`src/sv/ir_pd_pkg.sv`:
```
// Package for the pulse-distance IR decoder.
// Holds config/result types, register indexes and reset constants.
// No dependencies.
package ir_pd_pkg;

  localparam int unsigned CAP_W   = 16;
  localparam int unsigned CNT_W   = 6;
  localparam int unsigned CODE_W  = 16;
  localparam int unsigned CFG_IDX_W  = 2;
  localparam int unsigned CFG_DATA_W = 16;

  // Register indexes on the config port
  localparam logic [CFG_IDX_W-1:0] CFG_MIN_INTERVAL  = 2'd0;
  localparam logic [CFG_IDX_W-1:0] CFG_MAX_INTERVAL  = 2'd1;
  localparam logic [CFG_IDX_W-1:0] CFG_ONE_THRESHOLD = 2'd2;
  localparam logic [CFG_IDX_W-1:0] CFG_FRAME_BITS    = 2'd3;

  // Reset values
  localparam logic [CAP_W-1:0] MIN_INTERVAL_RST  = 16'd500;
  localparam logic [CAP_W-1:0] MAX_INTERVAL_RST  = 16'd2500;
  localparam logic [CAP_W-1:0] ONE_THRESHOLD_RST = 16'd1500;
  localparam logic [CNT_W-1:0] FRAME_BITS_RST    = 6'd32;

  // Bit count saturates here
  localparam logic [CNT_W-1:0] COUNT_MAX = 6'd63;

  typedef struct packed {
    logic [CAP_W-1:0] min_interval;
    logic [CAP_W-1:0] max_interval;
    logic [CAP_W-1:0] one_threshold;
    logic [CNT_W-1:0] frame_bits;
  } cfg_t;

  typedef struct packed {
    logic              interval_ok;
    logic [CNT_W-1:0]  bit_count;
    logic              frame_done;
    logic [CODE_W-1:0] frame_code;
  } res_t;

endpackage

```
`src/sv/ir_pd_if.sv`:
```
// Valid/ready channel interfaces for the IR decoder: capture beats in,
// decoded result beats out. Depends on ir_pd_pkg.
interface ir_pd_cap_if;
  import ir_pd_pkg::*;
  logic             valid;
  logic             ready;
  logic [CAP_W-1:0] capture_value;

  modport source (output valid, output capture_value, input ready);
  modport sink   (input valid, input capture_value, output ready);
endinterface

interface ir_pd_res_if;
  import ir_pd_pkg::*;
  logic              valid;
  logic              ready;
  logic              interval_ok;
  logic [CNT_W-1:0]  bit_count;
  logic              frame_done;
  logic [CODE_W-1:0] frame_code;

  modport source (output valid, output interval_ok, output bit_count,
                  output frame_done, output frame_code, input ready);
  modport sink   (input valid, input interval_ok, input bit_count,
                  input frame_done, input frame_code, output ready);
endinterface

```
`src/sv/ir_pulse_distance_decoder.sv`:
```
// Top level of the pulse-distance (NEC style) IR decoder.
// Depends on ir_pd_pkg, ir_pd_if, ir_pd_cfg and ir_pd_step.
//
// Usage:
//   cap_i  : valid/ready channel; each beat is a 16-bit down-counter value
//            captured at a falling edge of the IR line.
//   res_o  : valid/ready channel; one result beat per capture beat with
//            interval_ok, bit_count, frame_done and frame_code.
//   cfg_*  : write-only register port (min/max interval, one threshold,
//            frame bits), written while no beats are in flight.
// Path: a capture is held in the input register, then goes through one pass
//   of subtract/compare/shift into the result register.
// Throughput: one beat per cycle while res_o.ready is high. The input register
//   and the result register each hold a beat, so a new capture is taken while a
//   result waits; the only loop is the state update in the step logic.
// Reset: state (previous capture, shift bits, count, frame code) clears to
//   zero, registers take their defaults, both channels come up empty.
// Stall: when res_o.ready is low the result holds, the input register fills,
//   and cap_i.ready drops until the result beat is taken.
module ir_pulse_distance_decoder (
  input  logic                              clk_i,
  input  logic                              rst_ni,
  input  logic                              cfg_we_i,
  input  logic [ir_pd_pkg::CFG_IDX_W-1:0]   cfg_idx_i,
  input  logic [ir_pd_pkg::CFG_DATA_W-1:0]  cfg_data_i,
  ir_pd_cap_if.sink                         cap_i,
  ir_pd_res_if.source                       res_o
);
  import ir_pd_pkg::*;

  cfg_t             cfg;
  res_t             step_res;
  res_t             res_q;
  logic             out_vld_q;
  logic             in_vld_q;
  logic [CAP_W-1:0] cap_q;
  logic             advance;
  logic             in_take;

  ir_pd_cfg u_cfg (
    .clk_i  (clk_i),
    .rst_ni (rst_ni),
    .we_i   (cfg_we_i),
    .idx_i  (cfg_idx_i),
    .data_i (cfg_data_i),
    .cfg_o  (cfg)
  );

  // Handshake: move the input beat on when the result slot is free
  assign advance     = in_vld_q && (!out_vld_q || res_o.ready);
  assign cap_i.ready = !in_vld_q || advance;
  assign in_take     = cap_i.valid && cap_i.ready;

  // Input register
  always_ff @(posedge clk_i or negedge rst_ni) begin
    if (!rst_ni) begin
      in_vld_q <= 1'b0;
    end else if (cap_i.ready) begin
      in_vld_q <= cap_i.valid;
    end
  end

  always_ff @(posedge clk_i) begin
    if (in_take) begin
      cap_q <= cap_i.capture_value;
    end
  end

  ir_pd_step u_step (
    .clk_i           (clk_i),
    .rst_ni          (rst_ni),
    .cfg_i           (cfg),
    .fire_i          (advance),
    .capture_value_i (cap_q),
    .res_o           (step_res)
  );

  // Result register
  always_ff @(posedge clk_i or negedge rst_ni) begin
    if (!rst_ni) begin
      out_vld_q <= 1'b0;
    end else if (!out_vld_q || res_o.ready) begin
      out_vld_q <= in_vld_q;
    end
  end

  always_ff @(posedge clk_i) begin
    if (advance) begin
      res_q <= step_res;
    end
  end

  assign res_o.valid       = out_vld_q;
  assign res_o.interval_ok = res_q.interval_ok;
  assign res_o.bit_count   = res_q.bit_count;
  assign res_o.frame_done  = res_q.frame_done;
  assign res_o.frame_code  = res_q.frame_code;

endmodule

```
`src/sv/ir_pd_cfg.sv`:
```
// Configuration register file for the IR decoder.
// Depends on ir_pd_pkg.
module ir_pd_cfg (
  input  logic                                 clk_i,
  input  logic                                 rst_ni,
  input  logic                                 we_i,
  input  logic [ir_pd_pkg::CFG_IDX_W-1:0]      idx_i,
  input  logic [ir_pd_pkg::CFG_DATA_W-1:0]     data_i,
  output ir_pd_pkg::cfg_t                      cfg_o
);
  import ir_pd_pkg::*;

  cfg_t cfg_q, cfg_d;

  // Write decode
  always_comb begin
    cfg_d = cfg_q;
    if (we_i) begin
      unique case (idx_i)
        CFG_MIN_INTERVAL:  cfg_d.min_interval  = data_i;
        CFG_MAX_INTERVAL:  cfg_d.max_interval  = data_i;
        CFG_ONE_THRESHOLD: cfg_d.one_threshold = data_i;
        CFG_FRAME_BITS:    cfg_d.frame_bits    = data_i[CNT_W-1:0];
        default: ;
      endcase
    end
  end

  always_ff @(posedge clk_i or negedge rst_ni) begin
    if (!rst_ni) begin
      cfg_q.min_interval  <= MIN_INTERVAL_RST;
      cfg_q.max_interval  <= MAX_INTERVAL_RST;
      cfg_q.one_threshold <= ONE_THRESHOLD_RST;
      cfg_q.frame_bits    <= FRAME_BITS_RST;
    end else begin
      cfg_q <= cfg_d;
    end
  end

  assign cfg_o = cfg_q;

endmodule

```
`src/sv/ir_pd_step.sv`:
```
// Decode step: interval subtract, range check, bit shift, frame count.
// Holds the decoder state. Depends on ir_pd_pkg.
module ir_pd_step (
  input  logic                          clk_i,
  input  logic                          rst_ni,
  input  ir_pd_pkg::cfg_t               cfg_i,
  input  logic                          fire_i,
  input  logic [ir_pd_pkg::CAP_W-1:0]   capture_value_i,
  output ir_pd_pkg::res_t               res_o
);
  import ir_pd_pkg::*;

  logic [CAP_W-1:0]  prev_q;
  // the whole shift register reaches the output as the frame code
  logic [CODE_W-1:0] shift_q, shift_d;
  logic [CNT_W-1:0]  count_q, count_d;
  logic [CODE_W-1:0] code_q, code_d;

  logic [CAP_W-1:0]  interval;
  logic              ok;
  logic              done;

  // Interval between edges; timer counts down so prev minus current
  assign interval = prev_q - capture_value_i;
  assign ok = (interval >= cfg_i.min_interval) && (interval <= cfg_i.max_interval);

  always_comb begin
    shift_d = shift_q;
    count_d = count_q;
    code_d  = code_q;
    done    = 1'b0;
    if (!ok) begin
      count_d = '0;
    end else begin
      shift_d = {shift_q[CODE_W-2:0], interval > cfg_i.one_threshold};
      if (count_q != COUNT_MAX) begin
        count_d = count_q + 1'b1;
        if (count_d == cfg_i.frame_bits) begin
          done   = 1'b1;
          code_d = shift_d;
        end
      end
    end
  end

  // State update, once per item
  always_ff @(posedge clk_i or negedge rst_ni) begin
    if (!rst_ni) begin
      prev_q  <= '0;
      shift_q <= '0;
      count_q <= '0;
      code_q  <= '0;
    end else if (fire_i) begin
      prev_q  <= capture_value_i;
      shift_q <= shift_d;
      count_q <= count_d;
      code_q  <= code_d;
    end
  end

  assign res_o.interval_ok = ok;
  assign res_o.bit_count   = count_d;
  assign res_o.frame_done  = done;
  assign res_o.frame_code  = code_d;

endmodule

```
`src/flat_wrapper.sv`:
```
// flat-port wrapper written by rule: the top's interface ports become plain ports
module ir_pulse_distance_decoder_flat import ir_pd_pkg::*;
  (clk_i, rst_ni, cfg_we_i, cfg_idx_i, cfg_data_i, cap_i_valid, cap_i_capture_value, cap_i_ready, res_o_valid, res_o_interval_ok, res_o_bit_count, res_o_frame_done, res_o_frame_code, res_o_ready);
  ir_pd_cap_if cap_i_i ();
  ir_pd_res_if res_o_i ();
  input  logic clk_i;
  input  logic rst_ni;
  input  logic cfg_we_i;
  input  logic [ir_pd_pkg::CFG_IDX_W-1:0] cfg_idx_i;
  input  logic [ir_pd_pkg::CFG_DATA_W-1:0] cfg_data_i;
  input wire logic [$bits(cap_i_i.valid)-1:0] cap_i_valid;
  input wire logic [$bits(cap_i_i.capture_value)-1:0] cap_i_capture_value;
  output wire logic [$bits(cap_i_i.ready)-1:0] cap_i_ready;
  output wire logic [$bits(res_o_i.valid)-1:0] res_o_valid;
  output wire logic [$bits(res_o_i.interval_ok)-1:0] res_o_interval_ok;
  output wire logic [$bits(res_o_i.bit_count)-1:0] res_o_bit_count;
  output wire logic [$bits(res_o_i.frame_done)-1:0] res_o_frame_done;
  output wire logic [$bits(res_o_i.frame_code)-1:0] res_o_frame_code;
  input wire logic [$bits(res_o_i.ready)-1:0] res_o_ready;
  assign cap_i_i.valid = cap_i_valid;
  assign cap_i_i.capture_value = cap_i_capture_value;
  assign cap_i_ready = cap_i_i.ready;
  assign res_o_valid = res_o_i.valid;
  assign res_o_interval_ok = res_o_i.interval_ok;
  assign res_o_bit_count = res_o_i.bit_count;
  assign res_o_frame_done = res_o_i.frame_done;
  assign res_o_frame_code = res_o_i.frame_code;
  assign res_o_i.ready = res_o_ready;
  ir_pulse_distance_decoder u_core (.clk_i(clk_i), .rst_ni(rst_ni), .cfg_we_i(cfg_we_i), .cfg_idx_i(cfg_idx_i), .cfg_data_i(cfg_data_i), .cap_i(cap_i_i), .res_o(res_o_i));
endmodule
```
`config.mk`:
```
export PLATFORM = sky130hd
export DESIGN_NAME = ir_pulse_distance_decoder_flat
export DESIGN_NICKNAME = d
export VERILOG_FILES = /design/src/sv/ir_pd_pkg.sv /design/src/sv/ir_pd_if.sv /design/src/sv/ir_pulse_distance_decoder.sv /design/src/sv/ir_pd_cfg.sv /design/src/sv/ir_pd_step.sv /design/src/flat_wrapper.sv
export SDC_FILE = /design/constraint.sdc
export NUM_CORES = 1
export LEC_CHECK = 0
export BUFFER_PORTS_ARGS = -buffer_cell sky130_fd_sc_hd__buf_2
export CELL_PAD_IN_SITES_DETAIL_PLACEMENT = 0
export CELL_PAD_IN_SITES_GLOBAL_PLACEMENT = 1
export CORE_MARGIN = 3
export CORE_UTILIZATION = 50
export CTS_BUF_LIST = sky130_fd_sc_hd__clkbuf_4
export DETAILED_ROUTE_END_ITERATION = 16
export HOLD_SLACK_MARGIN = 0.08
export PLACE_DENSITY_LB_ADDON = 0.1
export SLEW_MARGIN = 30
export SYNTH_ARGS = -nofsm -noshare
export SYNTH_HDL_FRONTEND = slang
export SYNTH_SLANG_ARGS = --single-unit
```
`constraint.sdc`:
```
create_clock -name clk_i -period 5.8 [get_ports clk_i]
set_input_delay 1.16 -clock clk_i [delete_from_list [all_inputs] [get_ports clk_i]]
set_output_delay 1.16 -clock clk_i [all_outputs]
set_load 0.02 [all_outputs]
```
==> results_dict.tcl, run 1 <==
set metrics [dict create \
    top_layer "met4" \
    core_sq_um 14900 \
    rows 44 \
    synthSimpleGateAreaFrac_pct 9.30 \
    syn_area_per_cell_sq_um 11.6 \
    grt_pass1_vias 4890 \
    ys_warn_count 0 \
    rsz0062_at_grt "false" \
    cap_viol_max_count 0 \
    synth_seq_cells 149 \
    finalPower_w 0.00299 \
    drt-total-wl_mm 14.3 \
    fin_crit_sh_pct 84.2 \
    grt_usage_pct 17.9 \
    portBuffers 64 \
    vdd_drop_max_v 0.000137 \
    syn_nets 775 \
    h-tree-depth 4 \
    mostFrequentLayoutCell "dfrtp_1" \
    synth_compound_area_share_pct 9.70 \
    hold_viol 0 \
    clk_root_buffer_cell "clkbuf_4" \
    muxShareOfSynthArea_pct 12.6 \
    area_growth_pct 10.0 \
    crit_required_ns 6.24 \
    overflow 0 \
    grt_max_degree 63 \
    antenna_found_initial 1 \
    setup_viol 0 \
    fp.dieArea_sq_um 17000 \
    dr.first_iter.drc_count 226 \
    synth_top_area_cell "dfrtp_1" \
    cts_setup_buffers 0 \
    ctsHoldBuffers 0 \
    initial_core_util_pct 52.2 \
    synth_top_family_by_area "multiplexers" \
    synth_ff_type "dfrtp_1" \
    ys_seq_area_share_pct 51.0 \
    via_per_inst 5.35 \
    fin_tns_setup_ns 0 \
    postSynthCellCount 671 \
    post_drt_wl_per_cell_microns 15.3 \
    drv_slew 0 \
    grt_pass1_wl_mm 23.8 \
    ios 65 \
    synth_edf_count 40 \
    tightest_slew_ns 0.910 \
    status "completed" \
    wl_met2_mm 6.92 \
    wl_met3_microns 451 \
    crit_type "reg -> reg" \
    layout_common_cells "dfrtp_1, inv_1, ha_1" \
    slew_headroom_pct 39.2 \
    worst_setup_path_start_kind "flop" \
    synth.top_cells.by_area "dfrtp_1, edfxtp_1, ha_1" \
    p_leak_nw 4.10 \
    gp_congestion 0.843 \
    m1WireLength_mm 6.67 \
    synth_cell_types 56 \
    synth_top_area_share_pct 29.1 \
    synthArstFlopShare_pct 73.2 \
    drcViolationCount 0 \
    cts.sinks 149 \
    dp_cells 904 \
    endpoint_kind "flop" \
    dpl_worst_slack_ns 0.916 \
    critPathMaxFanout 17 \
    ant_nets 0 \
    hp-class "reg -> reg" \
    synth_xor_area_share_pct 2.26 \
    syn_area_sq_um 7750 \
    cts_buffers 17 \
    final_area_sq_um 8530 \
    synthAdderAreaFrac_pct 10.6 \
    cts_tree "yes" \
    via_count 5028 \
    worst_slack_ns 0.918 \
    fin_crit_ns 4.88 \
    ctsResizeCount 0 \
    hpwl_mm 10.5 \
    cellPowerDensity_nw_per_um2 351 \
    cts.path.max_buffers 2 \
    insertion_delay_ns 0.55 \
    placed_cell_area_sq_um 8250 \
    fin_worst_skew_ns 0.0241 \
    max_clock_freq_ghz 0.205 \
    fin_cells 939 \
    path_clk_slew_ns 0.13 \
    layout-drive-gt1-share_pct 25.6 \
    nets 845 \
    arrival_ns 5.32 \
    die-height_microns 131 \
    drt_first_pass_iters 4 \
    die_w_microns 131 \
]
-- per-layer routing --
| layer | vias to the layer above | global-route usage, % |
|---|---|---|
| li1 | 2529 | - |
| met1 | 2402 | 23.7 |
| met2 | 80 | 29.2 |
| met3 | 17 | 3.46 |
| met4 | 0 | 6.96 |
| met5 | - | 0 |
-- critical path, cell delays in order (launching register included) --
cell and delay [ns]:
edfxtp_1 0.42, ha_1 0.23, fa_1 0.41, nor2b_1 0.12
o21ai_0 0.10, a21boi_0 0.33, o211ai_1 0.15, a21boi_0 0.32
nor2_1 0.09, xnor2_1 0.34, ha_1 0.22, nand4_1 0.15
nor4_1 0.74, o211ai_4 0.39, nor2_8 0.39, mux2_1 0.36
-- registers in the layout (all words and copies together) (netlist names) --
| register | count |
|---|---|
| u_core.u_step.count_q | 6 |
| u_core.u_cfg.cfg_o | 54 |
| u_core.u_step.shift_q | 15 |
| u_core.res_o.valid | 1 |
| u_core.res_o.frame_code | 16 |
| u_core.u_step.prev_q | 16 |
| u_core.cap_q | 16 |
| u_core.u_step.code_q | 16 |
| u_core.res_o.bit_count | 6 |
| u_core.res_o.interval_ok | 1 |
| u_core.in_vld_q | 1 |
| u_core.res_o.frame_done | 1 |
-- report_power, final --
group / leakage, nW / internal (W) / switching, W / total, W
registers: 1.73 / 0.00126 / 0.0000936 / 0.00136
clock network: 0.127 / 0.000178 / 0.000398 / 0.000575
logic: 2.24 / 0.000460 / 0.000598 / 0.00106
-- cells by family (layout without fill, tap and decap cells) --
logic type | count (synthesis) | in the layout
multiplexers | 87 | 87
adder cells (fa/ha/maj) | 65 | 65
other | 0 | 1
buffers and inverters | 90 | 173
flip-flops | 149 | 149
XOR/XNOR | 20 | 20
AND/OR/NAND/NOR | 138 | 138
AO/OA/AOI/OAI | 122 | 122
-- layout make-up --
class	count	area, sq um
inverter	72	270
sequential	149	3950
fill	1299	6340
clock buffer	17	128
tap	184	230
timing repair buffer	69	372
antenna	1	2.50
multi-input combinational	432	3450
clock inverter	15	119
-- synth_stat cells, drive strengths merged (4+ instances only) --
cell type and n:
a21o 14, a21oi 35, and3 6, buf 5, clkbuf 13, dfrtp 90
dfstp 19, edfxtp 40, ha 64, inv 72, mux2 86, nand2 53
nand2b 6, nand3 8, nand3b 5, nand4 14, nor2 21, nor2b 6
nor3 6, nor4 5, o211ai 5, o21a 4, o21ai 44, xnor2 12
xor2 8
-- stage by stage --
stage | hold slack [ns] | utilization [%]
after floorplan | 0.452 | -
after global placement | 0.461 | 55.5
after detailed placement | 0.472 | 55.5
after CTS | 0.498 | 57.2
after global routing | 0.525 | 57.4
final | 0.498 | 57.4
-- final timing paths --
check | startpoint | to | slack [ns] | cells past startpoint
min | u_core.u_step.code_q[4] | u_core.u_step.code_q[4] | 0.50 | 1
max | u_core.cap_q[0] | u_core.u_step.code_q[0] | 0.92 | 15
max in group asynchronous | rst_ni | u_core.u_step.prev_q[5] | 3.99 | 2
min reg2reg | u_core.u_step.code_q[4] | u_core.u_step.code_q[4] | 0.50 | 1
max reg2reg | u_core.cap_q[0] | u_core.u_step.code_q[0] | 0.92 | 15
min in group asynchronous | rst_ni | u_core.u_step.count_q[4] | 0.68 | 1
Note: power is estimated with default switching activity, not from simulation.
==> run 2: changes to the inputs <==
--- a/config.mk
+++ b/config.mk
@@ -9,7 +9,7 @@
 export CELL_PAD_IN_SITES_DETAIL_PLACEMENT = 0
 export CELL_PAD_IN_SITES_GLOBAL_PLACEMENT = 1
 export CORE_MARGIN = 3
-export CORE_UTILIZATION = 50
+export CORE_UTILIZATION = 45
 export CTS_BUF_LIST = sky130_fd_sc_hd__clkbuf_4
 export DETAILED_ROUTE_END_ITERATION = 16
 export HOLD_SLACK_MARGIN = 0.08
==> constraint.sdc (replaced) <==
create_clock -name clk_i -period 4 [get_ports clk_i]
set_input_delay 0.8 -clock clk_i [delete_from_list [all_inputs] [get_ports clk_i]]
set_output_delay 0.8 -clock clk_i [all_outputs]
set_load 0.02 [all_outputs]
==> run 2 against run 1 <==
The flow now finishes with violations (negative setup slack); cell area rose by 8.3%; clock-buffer cell count unchanged; sequential power rose by 45%; global-route usage grew 0.12 points; non-clock buffer count up 55; utilization fell by 2.1 points; register-to-register slack worse by 1.1 ns; final cell count is 9.7% higher; fmax grew 17%; clock power increased by 55%; wire length is 9.9% higher; critical path type unchanged.
==> results_dict.tcl, run 2 (synthesis results as in run 1) <==
set metrics [dict create \
    status "complete, but fails checks" \
    violations "negative setup slack" \
    finalPower_w 0.00480 \
    worst_slack_ns -0.172 \
    fin_crit_sh_pct 104 \
    vdd_drop_max_v 0.000234 \
    crit_required_ns 4.31 \
    overflow 0 \
    n_fill_cell 1511 \
    reg2reg_to "u_core.res_o.frame_code[13]" \
    r2r_start "u_core.cap_q[1]" \
    portBuffers 64 \
    hp-class "in -> async" \
    mostFrequentLayoutCell "dfrtp_1" \
    die-height_microns 137 \
    fp.dieArea_sq_um 18800 \
    slew_headroom_pct 37.7 \
    nets 900 \
    tightest_slew_ns 0.932 \
    wl_met2_mm 8.30 \
    rows 47 \
    largest_reg_flops 54 \
    cpMaxStageDelayCell "or4b_4" \
    drt_first_pass_iters 4 \
    path_clk_slew_ns 0.15 \
    fin_crit_ns 4.17 \
    grt_pass1_wl_mm 26.6 \
    insertion_delay_ns 0.55 \
    cap_viol_max_count 0 \
    cts.path.max_buffers 2 \
    core_sq_um 16700 \
    worstRegToRegCells 18 \
    m1WireLength_mm 6.83 \
    rsz0062_at_grt "true" \
    layout_common_cells "dfrtp_1, inv_1, buf_2" \
    clk_root_buffer_cell "clkbuf_4" \
    regArea_sq_um 3950 \
    fin_worst_skew_ns 0.0209 \
    multi_input_area_sq_um 3610 \
    top_layer "met4" \
    endpoint_kind "flop" \
    grt_max_degree 68 \
    layout-drive-gt1-share_pct 33.3 \
    worst_setup_path_start_kind "flop" \
    ant_nets 0 \
    gp_congestion 0.845 \
    grt_usage_pct 18.0 \
    reg2reg_slack_ns -0.17 \
    via_count 5321 \
    area_growth_pct 19.2 \
    hpwl_mm 11.7 \
    crit_chain "inv_1, ha_1, nor2b_1, o21ai_2, a21boi_2, o41ai_4, a21oi_2, or4b_4, nand3_2, buf_6, ha_4, nand4_1, a2111o_1, o211a_4, o211ai_4, buf_4, buf_12, mux2_1" \
    p_leak_nw 4.47 \
    post_drt_wl_per_cell_microns 15.3 \
    arrival_ns 4.49 \
    slowest_delay_ns 0.53 \
    wl_met3_microns 466 \
    via_per_inst 5.17 \
    cts.sinks 149 \
    drv_slew 0 \
    cts_buffers 17 \
    hold_viol 0 \
    ios 65 \
    critPathMaxFanout 6 \
    max_clock_freq_ghz 0.240 \
    drt-total-wl_mm 15.7 \
    crit_type "reg -> reg" \
    dr.first_iter.drc_count 175 \
    grt_pass1_vias 5463 \
    cellPowerDensity_nw_per_um2 520 \
    dpl_worst_slack_ns -0.293 \
    antenna_found_initial 1 \
    cts_tree "yes" \
    ctsHoldBuffers 0 \
    initial_core_util_pct 46.4 \
    h-tree-depth 4 \
    drcViolationCount 0 \
    die_w_microns 137 \
    setup_viol 57 \
]
run 2: cell types whose count changed in the layout (fill, tap and decap cells not counted), sizes merged:
cell and delta:
inv +2, buf +55, clkinv +1, clkinvlp -3
run 2: final cells by class:
type / count / share of cell area, %
multi-input cells: 432 / 39.1
repair buffers: 124 / 9.29
well taps: 220 / 2.98
inverters: 72 / 2.93
flip-flops and latches: 149 / 42.8
diodes: 1 / 0.0271
clock inverters: 15 / 1.52
clock buffers: 17 / 1.38
run 2: worst max-delay path, delay by kind of cell, from the launching register on:
family,cells,cell delay (ns)
flip-flops,1,0.42
AND/OR/NAND/NOR,4,0.90
buffers and inverters,4,0.46
multiplexers,1,0.34
AO/OA/AOI/OAI,7,1.50
adder cells (fa/ha/maj),2,0.33
run 2: metrics by stage:
stage	area (sq um)	setup TNS (ns)	hold slack [ns]	std cells	util, %
2_1_floorplan	7780	0	0.452	671	-
3_3_place_gp	8670	-3.91	0.461	983	51.9
3_5_place_dp	8670	-8.87	0.475	983	51.9
4_1_cts	9160	-5.31	0.325	1027	54.9
5_1_grt	9240	-19.07	0.229	1030	55.3
6_report	9240	-7.38	0.235	1030	55.3
run 2: worst max path at each step:
stage	start	end	slack [ns]
floorplan	u_core.cap_q[1]	u_core.u_step.code_q[10]	0.03
global placement	u_core.cap_q[1]	u_core.res_o.frame_code[0]	-0.16
detailed placement	u_core.cap_q[1]	u_core.res_o.frame_code[0]	-0.29
CTS	u_core.u_step.prev_q[1]	u_core.res_o.frame_code[13]	-0.17
global route	u_core.u_step.prev_q[0]	u_core.res_o.frame_code[0]	-0.37
finish	u_core.cap_q[1]	u_core.res_o.frame_code[13]	-0.17
run 2: metal layers:
layer | global-route usage [%] | vias up
met5 | 0 | -
met4 | 4.60 | 0
met3 | 3.80 | 10
met2 | 32.1 | 80
met1 | 22.3 | 2597
li1 | - | 2634
run 2: repair_timing:
action | 4_1_cts | 5_1_grt
setup endpoints to repair | 60 | 61
buffers inserted | 11 | 2
endpoints found under the hold margin | 0 | 0
cloned | 1 | 0
pin swaps | 7 | 7
resized for setup | 19 | 11
run 2: where the power goes:
| group | internal (W) | switching [W] | leakage (nW) |
|---|---|---|---|
| logic | 0.000936 | 0.00101 | 2.59 |
| registers | 0.00183 | 0.000134 | 1.73 |
| clock network | 0.000275 | 0.000615 | 0.148 |
==> run 3: changes to the inputs <==
--- a/config.mk
+++ b/config.mk
@@ -8,7 +8,6 @@
 export BUFFER_PORTS_ARGS = -buffer_cell sky130_fd_sc_hd__buf_2
 export CELL_PAD_IN_SITES_DETAIL_PLACEMENT = 0
 export CELL_PAD_IN_SITES_GLOBAL_PLACEMENT = 1
-export CORE_MARGIN = 3
 export CORE_UTILIZATION = 45
 export CTS_BUF_LIST = sky130_fd_sc_hd__clkbuf_4
 export DETAILED_ROUTE_END_ITERATION = 16
==> run 3 against run 2 <==
The run still ends with negative setup slack left; worst setup slack got worse by 0.034 ns; worst hold slack improved by 0.038 ns; wire length rose by 4.0%; die area fell by 5.7%; clock-buffer cell count did not move; cell area rose by 8.1%; first-iteration DRC count rose by 15%; critical path type unchanged.
==> results_dict.tcl, run 3 (synthesis results as in run 1) <==
set metrics [dict create \
    status "complete, but fails checks" \
    violations "negative setup slack" \
    rows 47 \
    grt_pass1_vias 5636 \
    arrival_ns 4.53 \
    wl_met3_microns 339 \
    top_layer "met4" \
    tightest_slew_ns 0.916 \
    ios 65 \
    area_growth_pct 28.9 \
    layout_common_cells "dfrtp_1, buf_4, inv_1" \
    rsz0062_at_grt "true" \
    critPathMaxFanout 5 \
    via_count 5443 \
    dr.first_iter.drc_count 201 \
    cts_tree "yes" \
    fin_cells 1066 \
    gp_congestion 0.810 \
    cts_buffers 17 \
    initial_core_util_pct 46.4 \
    max_clock_freq_ghz 0.238 \
    portBuffers 64 \
    r2r_start "u_core.cap_q[1]" \
    ant_nets 0 \
    mostFrequentLayoutCell "dfrtp_1" \
    cellPowerDensity_nw_per_um2 542 \
    hp-class "in -> async" \
    fin_worst_skew_ns 0.0193 \
    m1WireLength_mm 7.23 \
    utilization_pct 59.8 \
    crit_type "reg -> reg" \
    ctsHoldBuffers 0 \
    grt_pass1_wl_mm 26.9 \
    antenna_found_initial 0 \
    via_per_inst 5.11 \
    core_sq_um 16700 \
    die-height_microns 133 \
    layout-drive-gt1-share_pct 42.3 \
    fin_crit_sh_pct 105 \
    drt_first_pass_iters 4 \
    final_area_sq_um 9990 \
    drcViolationCount 0 \
    vdd_drop_max_v 0.000241 \
    endpoint_kind "flop" \
    overflow 0 \
    drv_slew 0 \
    h-tree-depth 4 \
    slew_headroom_pct 38.8 \
    grt_max_degree 80 \
    largest_reg_flops 54 \
    nets 937 \
    hold_viol 0 \
    insertion_delay_ns 0.56 \
    fin_crit_ns 4.21 \
    clk_root_buffer_cell "clkbuf_4" \
    finalPower_w 0.00542 \
    grt_usage_pct 19.2 \
    placed_cell_area_sq_um 8790 \
    wl_met2_mm 8.61 \
    cts.sinks 149 \
    worstRegToRegCells 19 \
    drt-total-wl_mm 16.4 \
    antenna_cells 0 \
    p_leak_nw 4.80 \
    worst_setup_path_start_kind "flop" \
    die_w_microns 133 \
    hpwl_mm 11.4 \
    post_drt_wl_per_cell_microns 15.4 \
    fp.dieArea_sq_um 17800 \
    path_clk_slew_ns 0.16 \
    cts.path.max_buffers 2 \
    reg2reg_to "u_core.res_o.frame_code[0]" \
    cap_viol_max_count 0 \
    dp_cells 998 \
    worst_slack_ns -0.206 \
    setup_viol 59 \
    reg2reg_slack_ns -0.21 \
    crit_required_ns 4.32 \
]
==> run 3: cell count changes in the layout (fill, tap and decap cells not counted), sizes merged <==
cell / before / now
bufinv: 0 / 1
clkbuf: 17 / 18
inv: 80 / 79
diode: 1 / 0
buf: 124 / 160
==> run 3: critical path: stages, from the launching register on <==
cell and delay (ns):
edfxtp_1 0.44, inv_2 0.10, ha_4 0.20, nor2b_4 0.12, o21ai_2 0.16, a21boi_2 0.11, o41ai_4 0.27, a21oi_2 0.13
buf_4 0.16, or4b_4 0.54, nand3_4 0.11, ha_4 0.14, nand4_1 0.17, a2111o_1 0.34, o211a_4 0.17, o211ai_4 0.20
buf_12 0.17, buf_12 0.13, clkinv_4 0.05, mux2_4 0.28
==> run 3: worst max-delay path by stage <==
stage	startpoint	endpoint	slack [ns]	cells past startpoint
CTS	u_core.u_step.prev_q[1]	u_core.res_o.frame_code[8]	-0.22	17
finish	u_core.cap_q[1]	u_core.res_o.frame_code[0]	-0.21	19
global route	u_core.cap_q[1]	u_core.u_step.count_q[0]	-0.39	21
global placement	u_core.cap_q[1]	u_core.res_o.frame_code[9]	-0.18	16
detailed placement	u_core.cap_q[0]	u_core.res_o.frame_code[9]	-0.34	16
floorplan	u_core.cap_q[1]	u_core.u_step.code_q[10]	0.03	18
==> run 3: power by group <==
group / leakage (nW) / switching (W) / internal, W / total (W)
sequential: 1.73 / 0.000148 / 0.00183 / 0.00198
combinational: 2.91 / 0.00117 / 0.00130 / 0.00247
clock: 0.156 / 0.000631 / 0.000338 / 0.000970
==> run 3: timing repair <==
action	4_1_cts	5_1_grt
setup buffers	18	18
endpoints found under the setup margin	61	61
pin swaps	20	28
gates resized for setup	79	52
cloned	0	1
==> run 3: cell type report <==
class / instances / area (sq um)
fill: 1410 / 6710
sequential: 149 / 3950
clock inverter: 15 / 164
tap: 220 / 275
multi-input combinational: 432 / 3990
inverter: 72 / 278
timing repair buffer: 161 / 1210
clock buffer: 17 / 128
==> run 3: layer usage <==
layer  track usage [%]  up-vias
met1              23.0     2661
li1                  -     2702
met2              34.8       65
met4              5.81        0
met5                 0        -
met3              3.65       15
==> run 3: stage by stage <==
step	setup TNS (ns)	hold slack, ns	setup slack (ns)
floorplan	0	0.452	0.0292
global placement	-4.77	0.461	-0.177
detailed placement	-13.25	0.471	-0.344
CTS	-9.86	0.265	-0.221
global route	-18.27	0.297	-0.391
finish	-7.60	0.272	-0.206
